### src/sv/mde_pkg.sv
package mde_pkg;

  localparam int SIZE_BITS_DEF = 32;
  localparam int AUD_W = 29;          // ID3 syncsafe size (28 bits) plus 10
  localparam int DUR_W = 31;
  localparam int MUL_W = 43;          // 32-bit frame count times 11-bit samples per frame

  localparam logic [1:0] METH_FAIL = 2'd0;
  localparam logic [1:0] METH_TAG  = 2'd1;
  localparam logic [1:0] METH_CBR  = 2'd2;

  typedef enum logic [2:0] {
    PH_SCAN, PH_HDR, PH_BODY, PH_DONE, PH_FAIL
  } phase_t;

  typedef enum logic [1:0] {
    ST_STREAM, ST_DIV, ST_OUT
  } top_state_t;

  // work handed from the byte parser to the divider
  typedef struct packed {
    logic [1:0]  method;
    logic [31:0] frame_total;
    logic [10:0] frame_samples;
    logic [18:0] divisor;
  } job_t;

  localparam logic [8:0] KBPS_V2_L23 [16] = '{0,8,16,24,32,40,48,56,64,80,96,112,128,144,160,0};
  localparam logic [8:0] KBPS_V2_L1  [16] = '{0,32,48,56,64,80,96,112,128,144,160,176,192,224,256,0};
  localparam logic [8:0] KBPS_V1_L3  [16] = '{0,32,40,48,56,64,80,96,112,128,160,192,224,256,320,0};
  localparam logic [8:0] KBPS_V1_L2  [16] = '{0,32,48,56,64,80,96,112,128,160,192,224,256,320,384,0};
  localparam logic [8:0] KBPS_V1_L1  [16] = '{0,32,64,96,128,160,192,224,256,288,320,352,384,416,448,0};

  // bitrate in kbit/s; lay is the header layer code (3 = Layer I)
  function automatic logic [8:0] kbps_lookup(logic mpeg1, logic [1:0] lay, logic [3:0] bri);
    logic [8:0] k;
    k = 9'd0;
    if (mpeg1) begin
      unique case (lay)
        2'd1:    k = KBPS_V1_L3[bri];
        2'd2:    k = KBPS_V1_L2[bri];
        2'd3:    k = KBPS_V1_L1[bri];
        default: k = 9'd0;
      endcase
    end else begin
      unique case (lay)
        2'd1, 2'd2: k = KBPS_V2_L23[bri];
        2'd3:       k = KBPS_V2_L1[bri];
        default:    k = 9'd0;
      endcase
    end
    return k;
  endfunction

  function automatic logic [15:0] rate_lookup(logic [1:0] ver, logic [1:0] sri);
    logic [15:0] r;
    r = 16'd0;
    unique case (sri)
      2'd0:    r = (ver == 2'd3) ? 16'd44100 : ((ver == 2'd2) ? 16'd22050 : 16'd11025);
      2'd1:    r = (ver == 2'd3) ? 16'd48000 : ((ver == 2'd2) ? 16'd24000 : 16'd12000);
      2'd2:    r = (ver == 2'd3) ? 16'd32000 : ((ver == 2'd2) ? 16'd16000 : 16'd8000);
      default: r = 16'd0;
    endcase
    return r;
  endfunction

  function automatic logic [10:0] spf_lookup(logic mpeg1, logic [1:0] lay);
    logic [10:0] s;
    s = 11'd0;
    unique case (lay)
      2'd1:    s = mpeg1 ? 11'd1152 : 11'd576;
      2'd2:    s = 11'd1152;
      2'd3:    s = 11'd384;
      default: s = 11'd0;
    endcase
    return s;
  endfunction

endpackage

### src/sv/mp3_duration_estimator.sv
// channel | direction | ports
// in      | input     | in_valid, in_ready, in_data_byte, in_last_byte
// out     | output    | out_valid, out_ready, out_duration_seconds, out_method
//
// One byte a cycle while streaming; the byte parser takes one word a cycle.
// After the last byte the divider is loaded and runs max(43, SIZE_BITS+3) restoring
// steps; then the result word is registered and out_valid rises.
// in_ready is low from the last byte until the result word is taken.
// rst_n is synchronous, active low; after each file the block is back in reset state.
module mp3_duration_estimator #(
  parameter int SIZE_BITS = mde_pkg::SIZE_BITS_DEF
) (
  input  logic        clk,
  input  logic        rst_n,
  input  logic        in_valid,
  output logic        in_ready,
  input  logic [7:0]  in_data_byte,
  input  logic        in_last_byte,
  output logic        out_valid,
  input  logic        out_ready,
  output logic [30:0] out_duration_seconds,
  output logic [1:0]  out_method
);
  import mde_pkg::*;

  top_state_t           state_r, state_nxt;
  logic                 step, start, done;
  job_t                 job;
  logic [SIZE_BITS-1:0] span;
  logic [30:0]          quotient;
  logic [30:0]          dur_r;
  logic [1:0]           meth_r;

  assign step = in_valid && in_ready;

  mde_parser #(.SIZE_BITS(SIZE_BITS)) u_parser (
    .clk       (clk),
    .rst_n     (rst_n),
    .step      (step),
    .data_byte (in_data_byte),
    .last_byte (in_last_byte),
    .start     (start),
    .job       (job),
    .span      (span)
  );

  mde_divider #(.SIZE_BITS(SIZE_BITS)) u_divider (
    .clk      (clk),
    .rst_n    (rst_n),
    .start    (start),
    .job      (job),
    .span     (span),
    .done     (done),
    .quotient (quotient)
  );

  // sequencer
  always_comb begin
    state_nxt = state_r;
    in_ready  = 1'b0;
    out_valid = 1'b0;
    unique case (state_r)
      ST_STREAM: begin
        in_ready = 1'b1;
        if (in_valid && in_last_byte) state_nxt = ST_DIV;
      end
      ST_DIV: begin
        if (done) state_nxt = ST_OUT;
      end
      ST_OUT: begin
        out_valid = 1'b1;
        if (out_ready) state_nxt = ST_STREAM;
      end
      default: state_nxt = ST_STREAM;
    endcase
  end

  always_ff @(posedge clk) begin
    if (!rst_n) state_r <= ST_STREAM;
    else        state_r <= state_nxt;
  end

  // result word
  always_ff @(posedge clk) begin
    if (state_r == ST_DIV && done) begin
      dur_r  <= (job.method == METH_FAIL) ? 31'd0 : quotient;
      meth_r <= job.method;
    end
  end

  assign out_duration_seconds = dur_r;
  assign out_method           = meth_r;

endmodule

### src/sv/mde_parser.sv
module mde_parser #(
  parameter int SIZE_BITS = 32
) (
  input  logic                  clk,
  input  logic                  rst_n,
  input  logic                  step,
  input  logic [7:0]            data_byte,
  input  logic                  last_byte,
  output logic                  start,
  output mde_pkg::job_t         job,
  output logic [SIZE_BITS-1:0]  span
);
  import mde_pkg::*;

  localparam int CW = (SIZE_BITS > AUD_W) ? SIZE_BITS : AUD_W;

  phase_t                phase_r, phase_nxt;
  logic [SIZE_BITS-1:0]  bytes_r, bytes_nxt;
  logic [AUD_W-1:0]      aud_r, aud_nxt;
  logic [7:0]            prev_r, prev_nxt;
  logic [23:0]           hdr_r, hdr_nxt;
  logic [5:0]            off_r, off_nxt;
  logic [31:0]           recent_r, recent_nxt;
  logic                  xflag_r, xflag_nxt;
  logic [31:0]           ft_r, ft_nxt;
  logic                  id3_r, id3_nxt;
  logic                  xhit_r, xhit_nxt;
  logic                  vhit_r, vhit_nxt;
  logic                  start_r;
  job_t                  job_r, job_nxt;
  logic [SIZE_BITS-1:0]  span_r, span_nxt;

  logic [SIZE_BITS-1:0]  pos;
  logic                  id3_hit, scan_ok, mono, mpeg1, bad;
  logic [5:0]            xo;
  logic [CW-1:0]         pos_x, aud_x, bytes_x;
  logic [8:0]            kbps;
  logic [15:0]           rate;
  logic [10:0]           spf;

  // per-word parse, one word a cycle while step is high
  always_comb begin
    pos        = bytes_r;
    recent_nxt = {recent_r[23:0], data_byte};
    bytes_nxt  = (&bytes_r) ? bytes_r : bytes_r + SIZE_BITS'(1);
    id3_hit    = (pos == SIZE_BITS'(2)) && (recent_nxt[23:0] == 24'h494433);
    id3_nxt    = id3_r | id3_hit;
    aud_nxt    = aud_r;
    if (id3_nxt && pos >= SIZE_BITS'(6) && pos <= SIZE_BITS'(9)) begin
      aud_nxt = {aud_r[AUD_W-8:0], data_byte[6:0]};
      if (pos == SIZE_BITS'(9)) aud_nxt = aud_nxt + AUD_W'(10);
    end
    pos_x   = CW'(pos);
    aud_x   = CW'(aud_nxt);
    scan_ok = !id3_nxt || (pos >= SIZE_BITS'(10) && pos_x >= aud_x);

    phase_nxt = id3_hit ? PH_SCAN : phase_r;
    prev_nxt  = id3_hit ? 8'd0 : prev_r;
    hdr_nxt   = hdr_r;
    off_nxt   = off_r;
    xflag_nxt = xflag_r;
    ft_nxt    = ft_r;
    xhit_nxt  = xhit_r;
    vhit_nxt  = vhit_r;
    mono      = hdr_r[7:6] == 2'd3;
    mpeg1     = hdr_r[20:19] == 2'd3;
    xo        = mpeg1 ? (mono ? 6'd21 : 6'd36) : (mono ? 6'd13 : 6'd21);
    bad       = 1'b0;

    unique case (phase_nxt)
      PH_SCAN: begin
        if (scan_ok) begin
          if (prev_nxt == 8'hFF && data_byte[7:5] == 3'b111) begin
            hdr_nxt   = {data_byte, 16'h0};
            off_nxt   = 6'd1;
            phase_nxt = PH_HDR;
          end
          prev_nxt = data_byte;
        end
      end
      PH_HDR: begin
        off_nxt = off_r + 6'd1;
        if (off_nxt == 6'd2) begin
          hdr_nxt[15:8] = data_byte;
        end else begin
          hdr_nxt[7:0] = data_byte;
          bad = (hdr_nxt[20:19] == 2'd1) || (hdr_nxt[18:17] == 2'd0) ||
                (hdr_nxt[15:12] == 4'd0) || (hdr_nxt[15:12] == 4'd15) ||
                (hdr_nxt[11:10] == 2'd3);
          phase_nxt = bad ? PH_FAIL : PH_BODY;
        end
      end
      PH_BODY: begin
        off_nxt = off_r + 6'd1;
        if (off_nxt == xo + 6'd3)
          xhit_nxt = (recent_nxt == 32'h58696E67) || (recent_nxt == 32'h496E666F);
        if (off_nxt == xo + 6'd7 && xhit_nxt) xflag_nxt = data_byte[0];
        if (off_nxt == xo + 6'd11 && xhit_nxt && xflag_nxt) ft_nxt = recent_nxt;
        if (off_nxt == 6'd39) vhit_nxt = recent_nxt == 32'h56425249;
        if (off_nxt == 6'd53) begin
          if (ft_nxt == 32'd0 && vhit_nxt) ft_nxt = recent_nxt;
          phase_nxt = PH_DONE;
        end
      end
      default: ;
    endcase

    // result set-up for the last word
    kbps    = kbps_lookup(hdr_nxt[20:19] == 2'd3, hdr_nxt[18:17], hdr_nxt[15:12]);
    rate    = rate_lookup(hdr_nxt[20:19], hdr_nxt[11:10]);
    spf     = spf_lookup(hdr_nxt[20:19] == 2'd3, hdr_nxt[18:17]);
    bytes_x = CW'(bytes_nxt);
    span_nxt = (bytes_x >= aud_x) ? SIZE_BITS'(bytes_x - aud_x) : '0;
    job_nxt.frame_total   = ft_nxt;
    job_nxt.frame_samples = spf;
    if (bytes_nxt >= SIZE_BITS'(10) && (phase_nxt == PH_BODY || phase_nxt == PH_DONE)) begin
      job_nxt.method = (ft_nxt != 32'd0) ? METH_TAG : METH_CBR;
    end else begin
      job_nxt.method = METH_FAIL;
    end
    job_nxt.divisor = (job_nxt.method == METH_TAG) ? 19'(rate) : 19'(kbps) * 19'd1000;
  end

  // parse state, cleared after each file
  always_ff @(posedge clk) begin
    if (!rst_n || (step && last_byte)) begin
      phase_r  <= PH_SCAN;
      bytes_r  <= '0;
      aud_r    <= '0;
      prev_r   <= '0;
      hdr_r    <= '0;
      off_r    <= '0;
      recent_r <= '0;
      xflag_r  <= 1'b0;
      ft_r     <= '0;
      id3_r    <= 1'b0;
      xhit_r   <= 1'b0;
      vhit_r   <= 1'b0;
    end else if (step) begin
      phase_r  <= phase_nxt;
      bytes_r  <= bytes_nxt;
      aud_r    <= aud_nxt;
      prev_r   <= prev_nxt;
      hdr_r    <= hdr_nxt;
      off_r    <= off_nxt;
      recent_r <= recent_nxt;
      xflag_r  <= xflag_nxt;
      ft_r     <= ft_nxt;
      id3_r    <= id3_nxt;
      xhit_r   <= xhit_nxt;
      vhit_r   <= vhit_nxt;
    end
  end

  always_ff @(posedge clk) begin
    if (!rst_n) start_r <= 1'b0;
    else        start_r <= step && last_byte;
  end

  always_ff @(posedge clk) begin
    if (step && last_byte) begin
      job_r  <= job_nxt;
      span_r <= span_nxt;
    end
  end

  assign start = start_r;
  assign job   = job_r;
  assign span  = span_r;

endmodule

### src/sv/mde_divider.sv
module mde_divider #(
  parameter int SIZE_BITS = 32
) (
  input  logic                  clk,
  input  logic                  rst_n,
  input  logic                  start,
  input  mde_pkg::job_t         job,
  input  logic [SIZE_BITS-1:0]  span,
  output logic                  done,
  output logic [30:0]           quotient
);
  import mde_pkg::*;

  localparam int DW   = (SIZE_BITS + 3 > MUL_W) ? SIZE_BITS + 3 : MUL_W;
  localparam int CNTW = $clog2(DW + 1);

  logic [DW-1:0]   q_r, q_nxt;
  logic [19:0]     r_r, r_nxt;
  logic [18:0]     d_r;
  logic [CNTW-1:0] cnt_r;
  logic            busy_r, done_r;
  logic [19:0]     rs;
  logic [MUL_W-1:0] prod;

  // dividend: tag frame count times samples per frame, or bytes times 8
  assign prod = MUL_W'(job.frame_total) * MUL_W'(job.frame_samples);

  // one restoring step a cycle while busy
  always_comb begin
    rs = {r_r[18:0], q_r[DW-1]};
    if (rs >= {1'b0, d_r}) begin
      r_nxt = rs - {1'b0, d_r};
      q_nxt = {q_r[DW-2:0], 1'b1};
    end else begin
      r_nxt = rs;
      q_nxt = {q_r[DW-2:0], 1'b0};
    end
  end

  always_ff @(posedge clk) begin
    if (!rst_n) begin
      busy_r <= 1'b0;
      done_r <= 1'b0;
      cnt_r  <= '0;
    end else begin
      done_r <= busy_r && cnt_r == CNTW'(1);
      if (start) begin
        busy_r <= 1'b1;
        cnt_r  <= CNTW'(DW);
      end else if (busy_r) begin
        cnt_r <= cnt_r - CNTW'(1);
        if (cnt_r == CNTW'(1)) busy_r <= 1'b0;
      end
    end
  end

  always_ff @(posedge clk) begin
    if (start) begin
      q_r <= (job.method == METH_TAG) ? DW'(prod) : DW'({span, 3'b000});
      r_r <= '0;
      d_r <= job.divisor;
    end else if (busy_r) begin
      q_r <= q_nxt;
      r_r <= r_nxt;
    end
  end

  // clamp to 31 bits
  assign quotient = (|q_r[DW-1:31]) ? 31'h7FFFFFFF : q_r[30:0];
  assign done     = done_r;

endmodule

### config.mk
export PLATFORM = sky130hd
export DESIGN_NAME = mp3_duration_estimator
export DESIGN_NICKNAME = d
export VERILOG_FILES = /design/src/sv/mde_pkg.sv /design/src/sv/mp3_duration_estimator.sv /design/src/sv/mde_parser.sv /design/src/sv/mde_divider.sv
export SDC_FILE = /design/constraint.sdc
export NUM_CORES = 1
export LEC_CHECK = 0
export CAP_MARGIN = 5
export CORE_MARGIN = 3
export CORE_UTILIZATION = 35
export CTS_BUF_LIST = sky130_fd_sc_hd__clkbuf_2 sky130_fd_sc_hd__clkbuf_4 sky130_fd_sc_hd__clkbuf_8
export DETAILED_ROUTE_END_ITERATION = 10
export DONT_BUFFER_PORTS = 1
export PLACE_DENSITY = 0.48
export SKIP_LAST_GASP = 1
export SLEW_MARGIN = 20
export SYNTH_ARGS = -nofsm -noshare
export SYNTH_HDL_FRONTEND = slang
export SYNTH_SLANG_ARGS = --single-unit
### constraint.sdc
create_clock -name clk -period 12.2 [get_ports clk]
set_input_delay 2.44 -clock clk [delete_from_list [all_inputs] [get_ports clk]]
set_output_delay 2.44 -clock clk [all_outputs]
set_load 0.01 [all_outputs]
# Yosys cells after proc, flatten, opt, wreduce, memory -nomap -nowiden

Memory sizes are Yosys's and may differ from the RTL's.
Index checks and enable logic that the tools add are counted.

Output and inout port bits: 35
Memories kept: 5
Word-level logic and storage cells: 224
Bits in registers: 378
Memory bits (read-only): 720
Input port bits: 13

Multiplexer cells: 78
Eq/ne operators: 41
Add/sub/neg operators: 9
Reductions and logical operators: 46
Bitwise gates (word level): 3
Order comparisons: 8
Multipliers: 2

Memory list:

| name            | depth | bits a word | rd ports | clocked after Yosys merged registers in | write ports | line          | text |
|---|---|---|---|---|---|---|---|
| (no name shown) | 16    | 9           | 1        | 0                                       | 0           | mde_pkg.sv:42 | `2'd3: k = KBPS_V1_L1[bri];` |
| (no name shown) | 16    | 9           | 1        | 0                                       | 0           | mde_pkg.sv:48 | `2'd3: k = KBPS_V2_L1[bri];` |
| (no name shown) | 16    | 9           | 1        | 0                                       | 0           | mde_pkg.sv:40 | `2'd1: k = KBPS_V1_L3[bri];` |
| (no name shown) | 16    | 9           | 1        | 0                                       | 0           | mde_pkg.sv:47 | `2'd1, 2'd2: k = KBPS_V2_L23[bri];` |
| (no name shown) | 16    | 9           | 1        | 0                                       | 0           | mde_pkg.sv:41 | `2'd2: k = KBPS_V1_L2[bri];` |

Operator list:

| operator                | count |
|---|---|
| $mux W32                | 6 |
| $mux W43                | 3 |
| $mux W9                 | 11 |
| $eq A32 B31 Y1 const B  | 3 |
| $ge A32 B29 Y1          | 2 |
| $ge A32 B4 Y1 const B   | 2 |
| $mux W16                | 4 |
| $mux W29                | 2 |
| $pmux W16 S3            | 1 |
| $mul A32 B11 Y43        | 1 |
| $mux W21                | 2 |
| $mux W8                 | 5 |
| $mux W6                 | 6 |
| $pmux W11 S3            | 1 |
| $add A32 B1 Y32 const B | 1 |
| $eq A32 B2 Y1 const B   | 1 |
| $eq A32 B4 Y1 const B   | 1 |
| $ge A32 B3 Y1 const B   | 1 |
| $le A32 B4 Y1 const B   | 1 |
| $logic_not A32 Y1       | 1 |
| $pmux W16 S2            | 1 |
| $reduce_and A32 Y1      | 1 |
| $reduce_bool A32 Y1     | 1 |
| $sub A32 B29 Y32        | 1 |
| other kinds (54)        | 128 |

# Longest topological paths before layout

Gate-level depths: netlist of run 1.

Depth in word-level cells: 23
Gate-level depth with buffers: 47
Mapped depth without buffers: 45

# Modules after synthesis

From an unflattened synthesis of run 1, not the netlist that was laid out.

Cells, all modules: 3819
Area, all modules: 34244.1 um^2

Modules (own cells, without submodules):

| module                 | cells an instance | sequential area each (um^2) | area an instance (um^2) | times used |
|---|---|---|---|---|
| mde_parser             | 1868              | 5635.4                      | 16689.8                 | 1 |
| mde_divider            | 1871              | 2402.3                      | 16243.1                 | 1 |
| mp3_duration_estimator | 80                | 1031.0                      | 1311.3                  | 1 |

# Least setup slack after synthesis of run 1

No wires, ideal clock.

Path type: input-to-reg
Start point: input in_data_byte[6]
End point: register u_parser.job_r (netlist bit u_parser.job[18]) (data pin)
Library setup time: 265 ps
Stages on the path: 45
Path buffers: 1
Required time: 11935 ps
Path slack: 985 ps
Arrival: 10950 ps
Cell sequence: clkbuf_1 and4_1 nand4_1 nor2_1 and4_1 nand3_1 nor2_1 nand3_1 nor2_1 nand3_1 xnor2_1 mux2i_1 ha_1 and4_1 o2111a_1 o21ai_0 o2111ai_1 a31oi_1 (+9 left out) o21a_1 nor3_1 ha_1 ha_1 inv_1 fa_1 inv_1 fa_1 ha_1 a21oi_1 o21bai_1 a21oi_1 o21bai_1 a21o_1 a21o_1 a21oi_1 xnor2_1 nor2_1

Elaborated cells between the ends (all ways): 83
Those cells by class: add/sub (1); mul (1); order compare (1); eq/ne (15); mux (40); bitwise (2); reduce/logical (18); memory (5)

RTL lines:

| element                                                 | line                         | text |
|---|---|---|
| start, declared                                         | mp3_duration_estimator.sv:17 | `input logic [7:0] in_data_byte,` |
| branches (longest 10 deep; another with $ge A32 B29 Y1) | n/a                          |  |
| $pmux W16 S2 (*)                                        | mde_parser.sv:70             | `unique case (phase_nxt)` |
| via u_parser.hdr_nxt[13]                                | mde_parser.sv:21             | `logic [23:0] hdr_r, hdr_nxt;` |
| $not A4 Y5 (not written as such) (*)                    | n/a                          |  |
| $mem_v2 Z16 W9 (on tied branches)                       | n/a                          |  |
| $mux W9 (on tied branches) (2 in series)                | n/a                          |  |
| $pmux W9 S3 / $pmux W9 S2 (equally long branches)       | mde_pkg.sv:39, mde_pkg.sv:46 |  |
| $mux W9 (*)                                             | mde_pkg.sv:38                | `if (mpeg1) begin` |
| $mul A9 B7 Y16 (*)                                      | mde_parser.sv:121            | `job_nxt.divisor = (job_nxt.method == METH_TAG) ? 19'(rate) : 19'(kbps) * 19'd1000;` |
| end signal, assigned                                    | mde_parser.sv:162            | `job_r <= job_nxt;` |
| end, declared                                           | mde_parser.sv:30             | `job_t job_r, job_nxt;` |

Mark *: on every way through the listed nets, which the timed path passes. The select of a mux whose other input is x is not followed.
A chain may end at the register's enable or synchronous reset.

# Worst setup path after layout of run 1

Start point: input in_data_byte[6]
End point: register u_parser.job_r (netlist bit u_parser.job[18]) (data pin)

Word-level cells in the longest chain between the ends: 19
Elaborated cells between the ends (all ways): 83
Those cells by class: add/sub (1); mul (1); order compare (1); eq/ne (15); mux (40); bitwise (2); reduce/logical (18); memory (5)

Ends and longest elaborated chain:

| element |
|---|
| branches (longest 19 deep; another with $ge A32 B29 Y1) |

Several ways; the timed one is not identified. The select of a mux whose other input is x is not followed.

==> results of run 1 <==
cell families after synthesis:
family | count (synthesis)
xor gates and xnor gates | 172
adders and majority gates | 376
buffers and inverters | 358
AOI/OAI and AO/OA | 640
DFF | 360
muxes | 73
and+or+nand+nor | 1103
worst min-delay path by stage:
stage	slack (ps)	cells after the start	to	start
after floorplan	400	0	u_divider.d_r[10]	u_parser.job[10]
after CTS	400	0	u_divider.d_r[1]	u_parser.job[1]
after global placement	400	0	u_divider.d_r[7]	u_parser.job[7]
after global routing	420	0	u_divider.d_r[15]	u_parser.job[15]
final	410	0	u_divider.d_r[1]	u_parser.job[1]
after detailed placement	400	0	u_divider.d_r[10]	u_parser.job[10]
power groups by stage:
stage	logic (mW)	registers (mW)	clock network, mW
after CTS	0.566	1.38	1.40
after global routing	0.640	1.39	1.45
after detailed placement	0.560	1.41	0
after floorplan	0.440	1.39	0
final	0.561	1.38	1.35
after global placement	0.558	1.41	0
layer usage:
metal,global-route usage,vias up,wire length [um]
li1,-,10700,-
met1,0.269,10500,37800
met2,0.283,486,33000
met3,0.0318,124,3740
met4,0.0563,0,2120
met5,0,-,0
synthesized netlist by cell type (all sizes together) (5+ instances only):
master,n,area share
and2,51,0.012
o21ai,93,0.017
mux2,41,0.017
o22ai,11,0.0025
ha,270,0.12
buf,46,0.010
nand4,34,0.0079
or3,22,0.0050
o211ai,8,0.0024
nor2,337,0.047
xor2,89,0.028
and3,19,0.0047
clkbuf,99,0.013
o2111ai,7,0.0022
a21oi,266,0.049
nor2b,24,0.0054
a31oi,28,0.0063
nand2,362,0.049
or2,12,0.0027
a2111oi,6,0.0022
edfxtp,180,0.20
o21bai,11,0.0030
xnor2,82,0.026
a21o,37,0.010
nand3b,8,0.0022
a311oi,6,0.0024
nand2b,21,0.0048
dfxtp,180,0.13
nor3b,6,0.0018
fa,106,0.077
o31a,5,0.0019
or4,7,0.0022
mux2i,32,0.012
nor3,49,0.0094
nand3,89,0.017
nor4,34,0.010
a32oi,5,0.0016
inv,212,0.029
and4,13,0.0041
a211oi,33,0.0093
a22oi,15,0.0043
o21a,54,0.015
o31ai,10,0.0036
sequential cells by signal (all words and copies together), names as in the netlist, 2 cells and up:
name / flops
state_r: 2
u_parser.off_r: 6
u_parser.ft_r: 32
u_divider.r_r: 19
u_parser.span: 32
u_divider.cnt_r: 6
u_parser.bytes_r: 32
out_duration_seconds: 31
u_parser.prev_r: 8
u_parser.phase_r: 3
u_divider.q_r: 43
u_divider.d_r: 17
u_parser.recent_r: 24
u_parser.job: 55
u_parser.hdr_r: 12
out_method: 2
u_parser.aud_r: 29
critical path, delay by kind of cell:
kind | cells | cell delay, ps
and+or+nand+nor | 16 | 2990
adders and majority gates | 7 | 2450
buffers and inverters | 5 | 510
xor gates and xnor gates | 2 | 280
AOI/OAI and AO/OA | 15 | 2910
cell type report:
class | count | area (um^2) | share of cell area
diodes | 1 | 2.50 | 0.0000828
clock buffers | 108 | 1340 | 0.0444
clock inverters | 20 | 195 | 0.00646
inverters | 213 | 806 | 0.0267
multi-input cells | 2364 | 17200 | 0.571
flip-flops and latches | 360 | 9010 | 0.298
well taps | 1040 | 1300 | 0.0431
repair buffers | 39 | 305 | 0.0101
through the flow:
step,hold WS [ps],setup slack (ps)
after detailed placement,405,96.2
after floorplan,400,985
final,406,978
after global placement,404,202
after CTS,400,849
after global routing,419,152
what timing repair did:
item | in CTS | in global routing
hold buffers | 0 | 0
resized for setup | 0 | 1
endpoints found under the setup margin | 0 | 1
buffers inserted | 0 | 0
==> out/metrics.csv, run 1 <==
metric;value;unit
status;finished, final reports clean;
power_frac_comb;0.170;
power.total;3.29;mW
path_max_fanout;13;
cp-endpoint;u_parser.job[18];
switching_share;0.292;
p_per_area;109;nW/um^2
syn_nets;3471;
synth_xor_area_frac;0.0555;
first_iter_violations;1406;
p_clk_frac;0.409;
post_drt_wl_per_cell;18.5;um
cts_tree;done;
hpwl;57.7;mm
total_leakage_power;13.0;nW
cp_slowest_stage_delay;500;ps
num_io_pins;48;
grt.total_usage;0.186;
fin_crit_sh;0.920;
die_y;287;um
viasPerCell;5.27;
vdd_drop_max;0.0731;mV
final-setup-viol-count;0;
ys_ff_latch;360;
grt-ovfl-total;0;
synthAdderAreaFrac;0.199;
clock_sinks;360;
rrSetupSlack;1600;ps
firstDrtPassIters;7;
die-area;82500;um^2
grt_pass1_wl;122;mm
ys_warn_count;0;
fill_cells;7881;
worst_path_max_delay_cell;fa_1;
nNetsFinal;3438;
synthToLayoutAreaGrowth;9.18;%
layout_common_cells;nand2_1, nor2_1, ha_1;
synth-edff-count;180;
coreArea;77800;um^2
r2r_end;u_parser.job[18];
internal_power;2.33;mW
fmax;0.0891;GHz
placed_area;28700;um^2
cap_violations;0;
htreeDepth;3;
path_class;input port to flip-flop;
io_buffers;0;
ctsLongestPathBuffers;3;
worstMarginPinSlew;1040;ps
final_cells;4145;
crit_path_end_kind;flip-flop;
start_util;0.355;
gp_congestion;0.902;
synthDistinctLibCells;115;
layout_commonest_cell;nand2_1;
grt_max_degree;93;
synth.mux.area_fraction;0.0291;
grt_pass1_vias;21700;
routed_wl;76.7;mm
synthArstFlopShare;0;
drv_slew;0;
hold_viol;0;
synth_compound_area_frac;0.148;
p_switching;0.960;mW
insertion_delay;670;ps
synth_top_family_by_area;adder cells;
syn_inst;3082;
clk_pin_slew;80;ps
hp-class;flip-flop to flip-flop;
slew_headroom;0.305;
seq_power_share;0.420;
critPathRequiredTime;12590;ps
final_area;30200;um^2
antenna_found_initial;1;
syn_area_per_cell;8.98;um^2
final_util;0.388;
yosysSeqAreaShare;0.326;
synth_ff_type;edfxtp_1;
final_antenna_net_count;0;
rr_startpoint;u_parser.bytes_r[10];
vias;21800;
root_buffer;clkbuf_8;
synth_simple_gate_area_frac;0.191;
rsz0062_at_grt;false;
netlist_area;27700;um^2
place_inst;4016;
finClkSkew;43.7;ps
tritoncts.num_buffers;71;
drive_above_1_share;0.0925;
die_x;287;um
fin_crit;11220;ps
drc;0;
startpoint_type;input port;
worstPathArrival;11610;ps
rows;102;
tns;0;ps
cp-startpoint;in_data_byte[6];
worst-r2r-cell-count;42;
No activity file was read; power rests on OpenSTA's default activity.
==> run 2: changes to the inputs <==
CORE_ASPECT_RATIO = 0.9   (was unset)
GPL_TIMING_DRIVEN = 0   (was unset)
==> run 2 against run 1 <==
Sequential cell count did not move. Via count rose by 3.0%. Sequential power barely moved. Power fell by 5.2%. Largest cell class unchanged. Critical endpoint unchanged. Routed wire length rose by 7.7%.
==> out/metrics.csv, run 2 (synthesis gave the netlist of run 1 again) <==
metric;value;unit
path_class;input port to flip-flop;
synthToLayoutAreaGrowth;10.1;%
critPathRequiredTime;12610;ps
hpwl;65.4;mm
power.total;3.12;mW
post_drt_wl_per_cell;19.5;um
fmax;0.0852;GHz
crit_path_end_kind;flip-flop;
num_io_pins;48;
cp_slowest_stage_delay;600;ps
cap_violations;0;
startpoint_type;input port;
die_y;273;um
final-setup-viol-count;0;
antenna_found_initial;4;
nNetsFinal;3540;
finClkSkew;56.9;ps
final_antenna_net_count;0;
worst_path_max_delay_cell;fa_1;
r2r_end;u_parser.job[18];
layout_commonest_cell;nand2_1;
coreArea;78000;um^2
layout_common_cells;nand2_1, nor2_1, ha_1;
htreeDepth;2;
cp-endpoint;u_parser.job[18];
insertion_delay;700;ps
die_x;302;um
gp_congestion;0.890;
first_iter_violations;1590;
grt_pass1_wl;129;mm
firstDrtPassIters;6;
fin_ws;465;ps
clk_pin_slew;60;ps
rsz0062_at_grt;false;
worst-r2r-cell-count;41;
rows;97;
largest_reg_flops;55;
viasPerCell;5.30;
start_util;0.355;
rr_startpoint;u_parser.bytes_r[16];
placed_area;29000;um^2
grt_max_degree;57;
routed_wl;82.6;mm
cp-startpoint;in_data_byte[7];
place_ws;-1410;ps
cp_common_cell;a21oi_1;
drc;0;
switching_share;0.296;
internal_power;2.20;mW
path_max_fanout;10;
drv_slew;0;
drive_above_1_share;0.0919;
clock_sinks;360;
fin_crit;11730;ps
grt_pass1_vias;22400;
root_buffer;clkbuf_8;
p_clk_frac;0.367;
hp-class;flip-flop to flip-flop;
vdd_drop_max;0.0646;mV
vias;22500;
cts_tree;done;
hold_viol;0;
seq_power_share;0.444;
final_area;30500;um^2
p_switching;0.924;mW
die-area;82500;um^2
status;finished, final reports clean;
slew_headroom;0.294;
fin_crit_sh;0.962;
io_buffers;0;
tritoncts.num_buffers;61;
rrSetupSlack;1170;ps
total_leakage_power;13.0;nW
power_frac_comb;0.189;
worstMarginPinSlew;1060;ps
ctsLongestPathBuffers;3;
p_per_area;102;nW/um^2
grt.total_usage;0.197;
worstPathArrival;12140;ps
grt-ovfl-total;0;
[run 2: worst min-delay path by stage]
stage                           startpoint           endpoint  cells after the start
after floorplan           u_parser.job[10]  u_divider.d_r[10]                      0
after CTS                 u_parser.job[18]  u_divider.d_r[18]                      0
final                      u_parser.job[1]   u_divider.d_r[1]                      0
after detailed placement  u_parser.job[16]  u_divider.d_r[16]                      0
after global routing      u_parser.job[18]  u_divider.d_r[18]                      0
after global placement     u_parser.job[7]   u_divider.d_r[7]                      0
[run 2: cell type report]
class                      count  area (um^2)
multi-input combinational   2364        17400
inverter                     213          807
timing repair buffer           6         65.1
clock buffer                  99         1180
buffer                       145          657
tap                         1039         1300
clock inverter                12         95.1
fill                        7886        47600
antenna                        2         5.00
sequential                   360         9010
[run 2: metrics by stage]
| stage | util | hold WS [ps] | TNS, ps | std cells |
|---|---|---|---|---|
| 4_1_cts | 0.389 | 419 | 0 | 4233 |
| 3_3_place_gp | 0.371 | 410 | -6580 | 4121 |
| 3_5_place_dp | 0.372 | 405 | -6400 | 4122 |
| 2_1_floorplan | - | 400 | 0 | 3082 |
| 5_1_grt | 0.391 | 427 | 0 | 4239 |
| 6_report | 0.391 | 416 | 0 | 4240 |
[run 2: per-layer routing]
layer / part of all wire / GRT usage / routed length (um) / vias to the layer above
met4: 0.017 / 0.0425 / 1370 / 0
met5: 0 / 0 / 0 / -
met2: 0.43 / 0.305 / 35800 / 518
met1: 0.50 / 0.291 / 41400 / 10900
met3: 0.049 / 0.0284 / 4010 / 91
li1: - / - / - / 10900
[run 2: repair_timing]
item	in CTS	in global routing
setup endpoints to repair	5	4
pin swaps	0	2
resized for setup	12	29
hold buffers	0	0
buffers inserted	0	5
[run 2: critical path, delay by kind of cell]
family          cells  cell delay (ps)
compound gates     19             4230
fa+ha+maj           7             2870
simple gates        8             1800
buf+inv             4              570
xor+xnor            1              190
[run 2: power by group through the flow]
| stage | clock network, mW | registers, mW | logic, mW |
|---|---|---|---|
| floorplan | 0 | 1.39 | 0.440 |
| detailed placement | 0 | 1.41 | 0.584 |
| global placement | 0 | 1.41 | 0.581 |
| global route | 1.23 | 1.39 | 0.662 |
| finish | 1.15 | 1.39 | 0.590 |
| CTS | 1.18 | 1.38 | 0.591 |
